[src/sv/nmea_sentence_checksum_classifier_defines.svh]
// Assertion helpers used by the top-level RTL file.
`ifndef NMEA_SENTENCE_CHECKSUM_CLASSIFIER_DEFINES_SVH
`define NMEA_SENTENCE_CHECKSUM_CLASSIFIER_DEFINES_SVH

// Clocked check, disabled while reset is asserted.
`define NSCC_ASSERT(lbl, prop, msg) \
    lbl: assert property (@(posedge clk) disable iff (!rst_n) (prop)) else $error(msg);

// Check that also holds during reset.
`define NSCC_ASSERT_ALWAYS(lbl, prop, msg) \
    lbl: assert property (@(posedge clk) (prop)) else $error(msg);

`endif

[src/sv/nscc_pkg.sv]
`default_nettype none
package nscc_pkg;

    localparam int LINE_MAX  = 120;
    localparam int CNT_W     = 7;
    localparam int HDR_LEN   = 6;
    localparam int TAIL_LEN  = 5;

    localparam logic [7:0] CH_LF   = 8'h0A;
    localparam logic [7:0] CH_STAR = 8'h2A;
    localparam logic [7:0] CH_NUL  = 8'h00;

    typedef logic [2:0] kind_t;
    localparam kind_t KIND_OTHER = 3'd0;
    localparam kind_t KIND_GGA   = 3'd1;
    localparam kind_t KIND_GSA   = 3'd2;
    localparam kind_t KIND_GSV   = 3'd3;
    localparam kind_t KIND_RMC   = 3'd4;
    localparam kind_t KIND_VTG   = 3'd5;

    // index 0 is the first byte of the line
    typedef logic [HDR_LEN-1:0][7:0]  hdr_t;
    // index 0 is the oldest byte
    typedef logic [TAIL_LEN-1:0][7:0] tail_t;

    // strings are reversed so that '$' lands at index 0
    localparam hdr_t HDR_GGA = "AGGNG$";
    localparam hdr_t HDR_GSA = "ASGNG$";
    localparam hdr_t HDR_GSV = "VSGPG$";
    localparam hdr_t HDR_RMC = "CMRNG$";
    localparam hdr_t HDR_VTG = "GTVNG$";

    typedef struct packed {
        logic [CNT_W-1:0] eff_len;
        logic [7:0]       xsum;
        tail_t            tail;
        hdr_t             hdr;
    } line_t;

    function automatic logic [3:0] hex_val(input logic [7:0] c);
        logic [3:0] v;
        v = 4'd0;
        if (c >= 8'h30 && c <= 8'h39)
        begin
            v = c[3:0];
        end
        else if (c >= 8'h41 && c <= 8'h46)
        begin
            v = c[3:0] + 4'd9;
        end
        return v;
    endfunction

endpackage
`default_nettype wire

[src/sv/nscc_eval.sv]
`default_nettype none
module nscc_eval (
    input  var nscc_pkg::line_t line,
    output logic                checksum_ok,
    output nscc_pkg::kind_t     sentence_kind
);
    import nscc_pkg::*;

    logic [7:0] want;

    assign want = {hex_val(line.tail[1]), hex_val(line.tail[2])};

    always_comb
    begin
        checksum_ok = (line.eff_len >= CNT_W'(TAIL_LEN)) && (line.tail[0] == CH_STAR)
                      && (want == line.xsum);
        sentence_kind = KIND_OTHER;
        if (checksum_ok)
        begin
            if (line.hdr == HDR_GGA)
            begin
                sentence_kind = KIND_GGA;
            end
            else if (line.hdr == HDR_GSA)
            begin
                sentence_kind = KIND_GSA;
            end
            else if (line.hdr == HDR_GSV)
            begin
                sentence_kind = KIND_GSV;
            end
            else if (line.hdr == HDR_RMC)
            begin
                sentence_kind = KIND_RMC;
            end
            else if (line.hdr == HDR_VTG)
            begin
                sentence_kind = KIND_VTG;
            end
        end
    end

endmodule
`default_nettype wire

[src/sv/nmea_sentence_checksum_classifier.sv]
// NMEA sentence checksum checker and classifier.
// Input stream: one received byte per request on s_tdata. A linefeed ends the
// line; a line reaching 120 bytes without one is dropped with no result.
// Output stream: one result per linefeed on m_tdata (checksum flag and
// sentence kind: 0 other/failed, 1 GGA, 2 GSA, 3 GSV, 4 RMC, 5 VTG).
// Throughput: one byte per cycle, unless a linefeed stalls (see Stall). The
// running XOR, a five-byte tail shift register and a six-byte header register
// are updated by a single combinational step between the input register and
// the result register. Result path: a linefeed is taken into the input
// register, then its verdict is loaded into the output register (m_tvalid).
// Stall: a finished result waits in the output register while other bytes
// keep flowing; only a linefeed that reaches the input register while the
// previous result is still held stops s_tready.
// Reset: rst_n clears the line state, the input register and the output
// valid; the block is ready as soon as reset is released.
`default_nettype none
`include "nmea_sentence_checksum_classifier_defines.svh"
module nmea_sentence_checksum_classifier (
    input  wire logic       clk,
    input  wire logic       rst_n,
    input  wire logic       s_tvalid,
    output logic            s_tready,
    input  wire logic [7:0] s_tdata,   // [7:0] rx_byte
    output logic            m_tvalid,
    input  wire logic       m_tready,
    output logic [7:0]      m_tdata    // [0] checksum_ok, [3:1] sentence_kind, [7:4] zero
);
    import nscc_pkg::*;

    logic             in_valid_reg;
    logic [7:0]       in_byte_reg;
    logic             is_lf;
    logic             advance;

    logic [CNT_W-1:0] count_reg, count_next;
    logic [CNT_W-1:0] eff_len_reg, eff_len_next;
    logic             zero_seen_reg, zero_seen_next;
    logic [7:0]       xsum_reg, xsum_next;
    tail_t            tail_reg, tail_next;
    hdr_t             hdr_reg, hdr_next;
    logic             line_done;

    line_t            line_next;
    logic             ok;
    kind_t            kind;

    logic             out_valid_reg;
    logic             out_ok_reg;
    kind_t            out_kind_reg;

    assign is_lf    = (in_byte_reg == CH_LF);
    assign advance  = in_valid_reg && (!is_lf || !out_valid_reg || m_tready);
    assign s_tready = !in_valid_reg || advance;

    always_comb
    begin
        hdr_next       = hdr_reg;
        tail_next      = tail_reg;
        xsum_next      = xsum_reg;
        eff_len_next   = eff_len_reg;
        zero_seen_next = zero_seen_reg;
        if (count_reg < CNT_W'(HDR_LEN))
        begin
            hdr_next[count_reg[2:0]] = in_byte_reg;
        end
        if (!zero_seen_reg)
        begin
            if (in_byte_reg == CH_NUL)
            begin
                zero_seen_next = 1'b1;
            end
            else
            begin
                if (eff_len_reg >= CNT_W'(HDR_LEN))
                begin
                    xsum_next = xsum_reg ^ tail_reg[0];
                end
                tail_next    = {in_byte_reg, tail_reg[TAIL_LEN-1:1]};
                eff_len_next = eff_len_reg + 1'b1;
            end
        end
        count_next = count_reg + 1'b1;
        line_done  = is_lf || (count_next >= CNT_W'(LINE_MAX));
    end

    assign line_next = '{eff_len: eff_len_next, xsum: xsum_next,
                         tail: tail_next, hdr: hdr_next};

    nscc_eval u_eval (
        .line          (line_next),
        .checksum_ok   (ok),
        .sentence_kind (kind)
    );

    always_ff @(posedge clk or negedge rst_n)
    begin
        if (!rst_n)
        begin
            in_valid_reg  <= 1'b0;
            in_byte_reg   <= '0;
            count_reg     <= '0;
            eff_len_reg   <= '0;
            zero_seen_reg <= 1'b0;
            xsum_reg      <= '0;
            tail_reg      <= '0;
            hdr_reg       <= '0;
            out_valid_reg <= 1'b0;
            out_ok_reg    <= 1'b0;
            out_kind_reg  <= KIND_OTHER;
        end
        else
        begin
            if (s_tready)
            begin
                in_valid_reg <= s_tvalid;
                if (s_tvalid)
                begin
                    in_byte_reg <= s_tdata;
                end
            end

            if (advance)
            begin
                if (line_done)
                begin
                    count_reg     <= '0;
                    eff_len_reg   <= '0;
                    zero_seen_reg <= 1'b0;
                    xsum_reg      <= '0;
                    tail_reg      <= '0;
                    hdr_reg       <= '0;
                end
                else
                begin
                    count_reg     <= count_next;
                    eff_len_reg   <= eff_len_next;
                    zero_seen_reg <= zero_seen_next;
                    xsum_reg      <= xsum_next;
                    tail_reg      <= tail_next;
                    hdr_reg       <= hdr_next;
                end
            end

            if (advance && is_lf)
            begin
                out_valid_reg <= 1'b1;
                out_ok_reg    <= ok;
                out_kind_reg  <= kind;
            end
            else if (m_tready)
            begin
                out_valid_reg <= 1'b0;
            end
        end
    end

    assign m_tvalid = out_valid_reg;
    assign m_tdata  = {4'b0000, out_kind_reg, out_ok_reg};

    `NSCC_ASSERT(a_kind_needs_ok, m_tvalid |-> (out_ok_reg || out_kind_reg == KIND_OTHER), "sentence kind set on a failed checksum")
    `NSCC_ASSERT(a_kind_range, m_tvalid |-> (out_kind_reg <= KIND_VTG), "sentence kind out of range")
    `NSCC_ASSERT(a_lf_gives_result, (advance && is_lf) |=> m_tvalid, "linefeed taken without a result")
    `NSCC_ASSERT(a_overflow_clears, (advance && !is_lf && count_reg == CNT_W'(LINE_MAX - 1)) |=> (count_reg == '0), "overlong line not dropped")
    `NSCC_ASSERT(a_len_bound, (eff_len_reg <= count_reg) && (count_reg < CNT_W'(LINE_MAX)), "line counters inconsistent")

endmodule
`default_nettype wire

[config.mk]
export PLATFORM = sky130hd
export DESIGN_NAME = nmea_sentence_checksum_classifier
export DESIGN_NICKNAME = d
export VERILOG_FILES = /design/src/sv/nscc_pkg.sv /design/src/sv/nscc_eval.sv /design/src/sv/nmea_sentence_checksum_classifier.sv
export VERILOG_INCLUDE_DIRS = /design/src /design/src/sv
export SDC_FILE = /design/constraint.sdc
export NUM_CORES = 1
export LEC_CHECK = 0
export ABC_AREA = 1
export BUFFER_PORTS_ARGS = -buffer_cell sky130_fd_sc_hd__buf_4
export CORE_MARGIN = 3
export CORE_UTILIZATION = 64
export DETAILED_ROUTE_END_ITERATION = 6
export MAX_ROUTING_LAYER = met4
export PLACE_DENSITY = 0.91
export SYNTH_ARGS = -nofsm -noshare
export SYNTH_HDL_FRONTEND = slang
export SYNTH_HIERARCHICAL = 1
export SYNTH_SLANG_ARGS = --single-unit
[constraint.sdc]
create_clock -name clk -period 3.95 [get_ports clk]
set_clock_uncertainty 0.05 [all_clocks]
set_input_delay 0.79 -clock clk [delete_from_list [all_inputs] [get_ports clk]]
set_output_delay 0.79 -clock clk [all_outputs]
set_load 0.05 [all_outputs]
# After elaboration in Yosys (flattened, before gate mapping)
# Cells that the tools add are included.
# word_totals
output_inout_bits	10
elab_cells	100
in_bits	12
register_bits	125
# classes
magnitude_cmp	14
add_sub_neg	4
n_mux	31
n_eq_ne	10
bitwise	1
n_reduce_logical	20
# ops
cell	n
== test 48 x 47 -> 1 bit, second input constant	5
2-to-1 mux 40 bit	3
2-to-1 mux 48 bit	2
bitwise mux 48 bit	1
2-to-1 mux 8 bit	5
2-to-1 mux 7 bit	4
demux 8 bit (select 3 bit)	1
2-to-1 mux 3 bit	6
greater-or-equal comparator 8 x 6 -> 1 bit, second input constant	2
greater-or-equal comparator 8 x 7 -> 1 bit, second input constant	2
<= comparator 8 x 6 -> 1 bit, second input constant	2
<= comparator 8 x 7 -> 1 bit, second input constant	2
2-to-1 mux 4 bit	4
adder 7 x 1 -> 7 bit, second input constant	2
greater-or-equal comparator 7 x 3 -> 1 bit, second input constant	2
logical AND 1 bit	9
adder 4 bit, second input constant	2
== test 8 x 4 -> 1 bit, second input constant	1
== test 8 x 6 -> 1 bit, second input constant	1
== test 8 bit	1
zero test 8 bit	1
XOR 8 bit	1
greater-or-equal comparator 7 bit, second input constant	1
< comparator 7 x 3 -> 1 bit, second input constant	1
10 further kinds	19

# Longest topological paths before layout
# depth
depth_word	13
ltp_mapped	25
mapped_depth_nobuf	23

# Modules after synthesis
# The synthesis kept the hierarchy.
# by_module_without_submodules
module	instances	cells_each	area_each_um2
nmea_sentence_checksum_classifier	1	1154	7669.9
nscc_eval	1	182	974.7

# Worst setup path before layout
# Ideal clock, no wire load.
# synth_timing
kind	reg-to-reg
startpoint	reg in_byte_reg[6]
endpoint	reg out_kind_reg[1]
path_buffers	1
setup_slack_ns	1.221
required_time_ns	3.835
stages_incl_launch_ff	22
arrival_ns	2.614
cell_sequence	dfrtp_1 -> nor2_1 -> nand2_2 -> nor2_2 -> nor2_4 -> buf_2 -> o21ai_1 -> inv_1 -> ha_1 -> o21ai_2 -> nand2_2 -> nand3_2 -> nand2_1 -> nand2_1 -> nand2_1 -> nor2_2 -> nand2_1 -> nor2_2 -> nand2_2 -> nor2_1 -> nand3_1 -> nand2_1
# synth_rtl
element	line_no	rtl
from (decl)	nmea_sentence_checksum_classifier.sv:31	logic [7:0] in_byte_reg;
from (signal assigned)	nmea_sentence_checksum_classifier.sv:118	in_byte_reg <= s_tdata;
to (signal assigned)	nmea_sentence_checksum_classifier.sv:148	out_kind_reg <= kind;
to (decl)	nmea_sentence_checksum_classifier.sv:49	kind_t out_kind_reg;

==> results_dict.tcl <==
set metrics [dict create \
    worstPathCellList "nor2_1, nand2_2, nor2_2, nor2_4, nand2_1, o21ai_1, inv_1, ha_1, o21ai_2, nand2_2, nand3_2, nand2_1, nand2_1, nand2_1, nor2_2, nand2_1, nor2_2, nand2_2, nor2_1, nand3_1, nand2_1" \
    top_usage_layer "met2" \
    synth_edf_count 0 \
    coreArea_sq_um 12930 \
    cts_num_sinks 125 \
    gp_congestion 0.8891 \
    power_density_nw_per_um2 716.0 \
    tns_ns 0 \
    cts.htree.levels 4 \
    synth-seq-area-share_pct 36.18 \
    global_route.usage.total_pct 30.67 \
    ys_ff_latch 125 \
    overflow 0 \
    slowest_stage "dfrtp_1" \
    ys_warn_count 6 \
    crit_arrival_ns 3.73 \
    clock-root-buffer "clkbuf_16" \
    clk_pin_slew_ns 0.06 \
    antenna_found_initial 0 \
    multiInputGateArea_sq_um 4419 \
    grt_start_max_net_pins 97 \
    dp_hpwl_um 14070 \
    port_buffers 17 \
    use_met2_pct 50.02 \
    largest_reg_flops 48 \
    first_pass_iters 7 \
    grt_pass1_vias 7828 \
    p_leak_uw 0.004816 \
    final_cell_mix "nand2_1 (491), inv_1 (184), dfrtp_1 (125)" \
    vdd_drop_max_v 0.0004253 \
    crit_fanout 27 \
    grtUsageMet3_pct 7.097 \
    die_w_um 122.2 \
    grt_pass1_wl_um 35540 \
    maxCapViolCount 0 \
    final_antenna_net_count 0 \
    dieArea_sq_um 14940 \
    ctsHoldBuffers 0 \
    area_growth_pct 7.990 \
    crit_buf_inv 1 \
    fp-row-count 41 \
    status "complete, no violations" \
    fmax_mhz 294.2 \
    io_pins 22 \
    via_count 8352 \
    insertion_delay_ns 0.44 \
    avgViaCountPerCell 5.564 \
    slew_headroom_pct 31.31 \
    nFillCells 992 \
    synth_flop_cell "dfrtp_1" \
    globalRouteMet1Util_pct 35.67 \
    final_common_cell "nand2_1" \
    async_flop_share_pct 100.0 \
    finalNetCount 1337 \
    hp-class "primary input to asynchronous set/reset pin" \
    setup_viol 0 \
    cts_tree "done" \
    layout_min_cycle_time_ns 3.399 \
    crit_top_cell "nand2_1" \
    cp.required_ns 4.28 \
    first_iter_violations 883 \
    dp_cells 1469 \
    die_h_um 122.2 \
    maxSlewViolCount 0 \
    cts_resized 0 \
    max-clock-path-buffers 2 \
    worstMarginPinSlew_ns 1.028 \
    period_share_pct 86.06 \
    cpPeakStageDelay_ns 0.50 \
    layoutNonFillerInstCount 1501 \
    wl_um 21190 \
    initial_core_util_pct 66.87 \
    cts_buffers 17 \
    drive_gt1_share_pct 8.427 \
    setup.worst_path.class "register to register" \
    seqCellArea_sq_um 3128 \
    netlist_area_sq_um 8645 \
    post_cts_buffers 0 \
    crit_family "simple AND/OR/NAND/NOR gates" \
    drc_errors 0 \
    rsz0062_at_grt "false" \
    avgSynthCellArea_sq_um 6.470 \
    syn_inst 1336 \
    hold_violations 0 \
    start_kind "register" \
    wire_per_inst_um 14.12 \
    diodes 0 \
    crit_path_end_kind "register" \
    ys_types 41 \
]
==> final cells by class <==
cell class	count	share of cell area, %
Timing Repair Buffer	30	2.815
Multi-Input combinational cell	951	47.34
Inverter	191	7.680
Sequential cell	125	33.51
Tap cell	172	2.305
Clock inverter	13	1.501
Clock buffer	19	4.852
==> synthesized netlist by cell type, types with 7 or more instances <==
cell / n / area, sq um
nand2_1: 491 / 1843
a21oi_1: 13 / 65.06
nor3_1: 7 / 35.03
clkbuf_1: 8 / 30.03
inv_1: 184 / 690.7
nand3_1: 40 / 200.2
o21ai_1: 77 / 385.4
nand3_2: 11 / 110.1
nand4_1: 25 / 156.4
nor2_1: 93 / 349.1
nand2_2: 7 / 43.79
o21ai_2: 11 / 96.34
nand3b_1: 18 / 135.1
buf_2: 42 / 210.2
ha_1: 9 / 112.6
o21ai_0: 103 / 515.5
buf_4: 17 / 127.6
dfrtp_1: 125 / 3128
==> report_power, final <==
group	internal, uW	switching, uW	total (uW)	leakage [uW]
logic	1020	2060	3080	0.00292
registers	1680	345	2030	0.00162
clock network	960	615	1570	0.000281
total	3660	3020	6680	0.00482
==> cell families after synthesis <==
kind of cell	synth area share [%]
AOI/OAI and AO/OA	13.68
xor gates and xnor gates	0.4052
adders and majority gates	1.303
buffers and inverters	12.95
DFF	36.18
other	0.04338
and+or+nand+nor	35.43
==> metrics by stage <==
stage | total power, uW | hold WS (ns) | worst slack (ns) | util, % | area [sq um]
floorplan | 4476 | 0.3931 | 1.221 | - | 8656
global placement | 4897 | 0.4219 | 0.7929 | 67.62 | 8742
detailed placement | 5047 | 0.4285 | 0.6471 | 67.62 | 8742
CTS | 6662 | 0.4426 | 0.5830 | 72.21 | 9335
global route | 7273 | 0.4616 | 0.1549 | 72.21 | 9335
finish | 6684 | 0.4076 | 0.5506 | 72.21 | 9335
==> worst paths after layout <==
kind | slack (ns) | start | cells past startpoint | to
min reg2reg | 0.44 | tail_reg[4]$_DFFE_PN0P_ | 2 | tail_reg[4]$_DFFE_PN0P_
max in group asynchronous | 2.48 | rst_n | 2 | out_kind_reg[0]$_DFFE_PN0P_
max reg2reg | 0.55 | in_byte_reg[6]$_DFFE_PN0P_ | 21 | out_kind_reg[1]$_DFFE_PN0P_
min in group clk | 0.44 | tail_reg[4]$_DFFE_PN0P_ | 2 | tail_reg[4]$_DFFE_PN0P_
min | 0.41 | rst_n | 1 | hdr_reg[46]$_DFFE_PN0P_
max | 0.55 | in_byte_reg[6]$_DFFE_PN0P_ | 21 | out_kind_reg[1]$_DFFE_PN0P_
==> routing by layer <==
metal	wire length (um)	vias to the layer above
li1	-	4123
met1	8548	3875
met2	10500	282
met3	1288	72
met4	856	0
met5	0	-
Note: power is estimated with default switching activity, not from simulation.
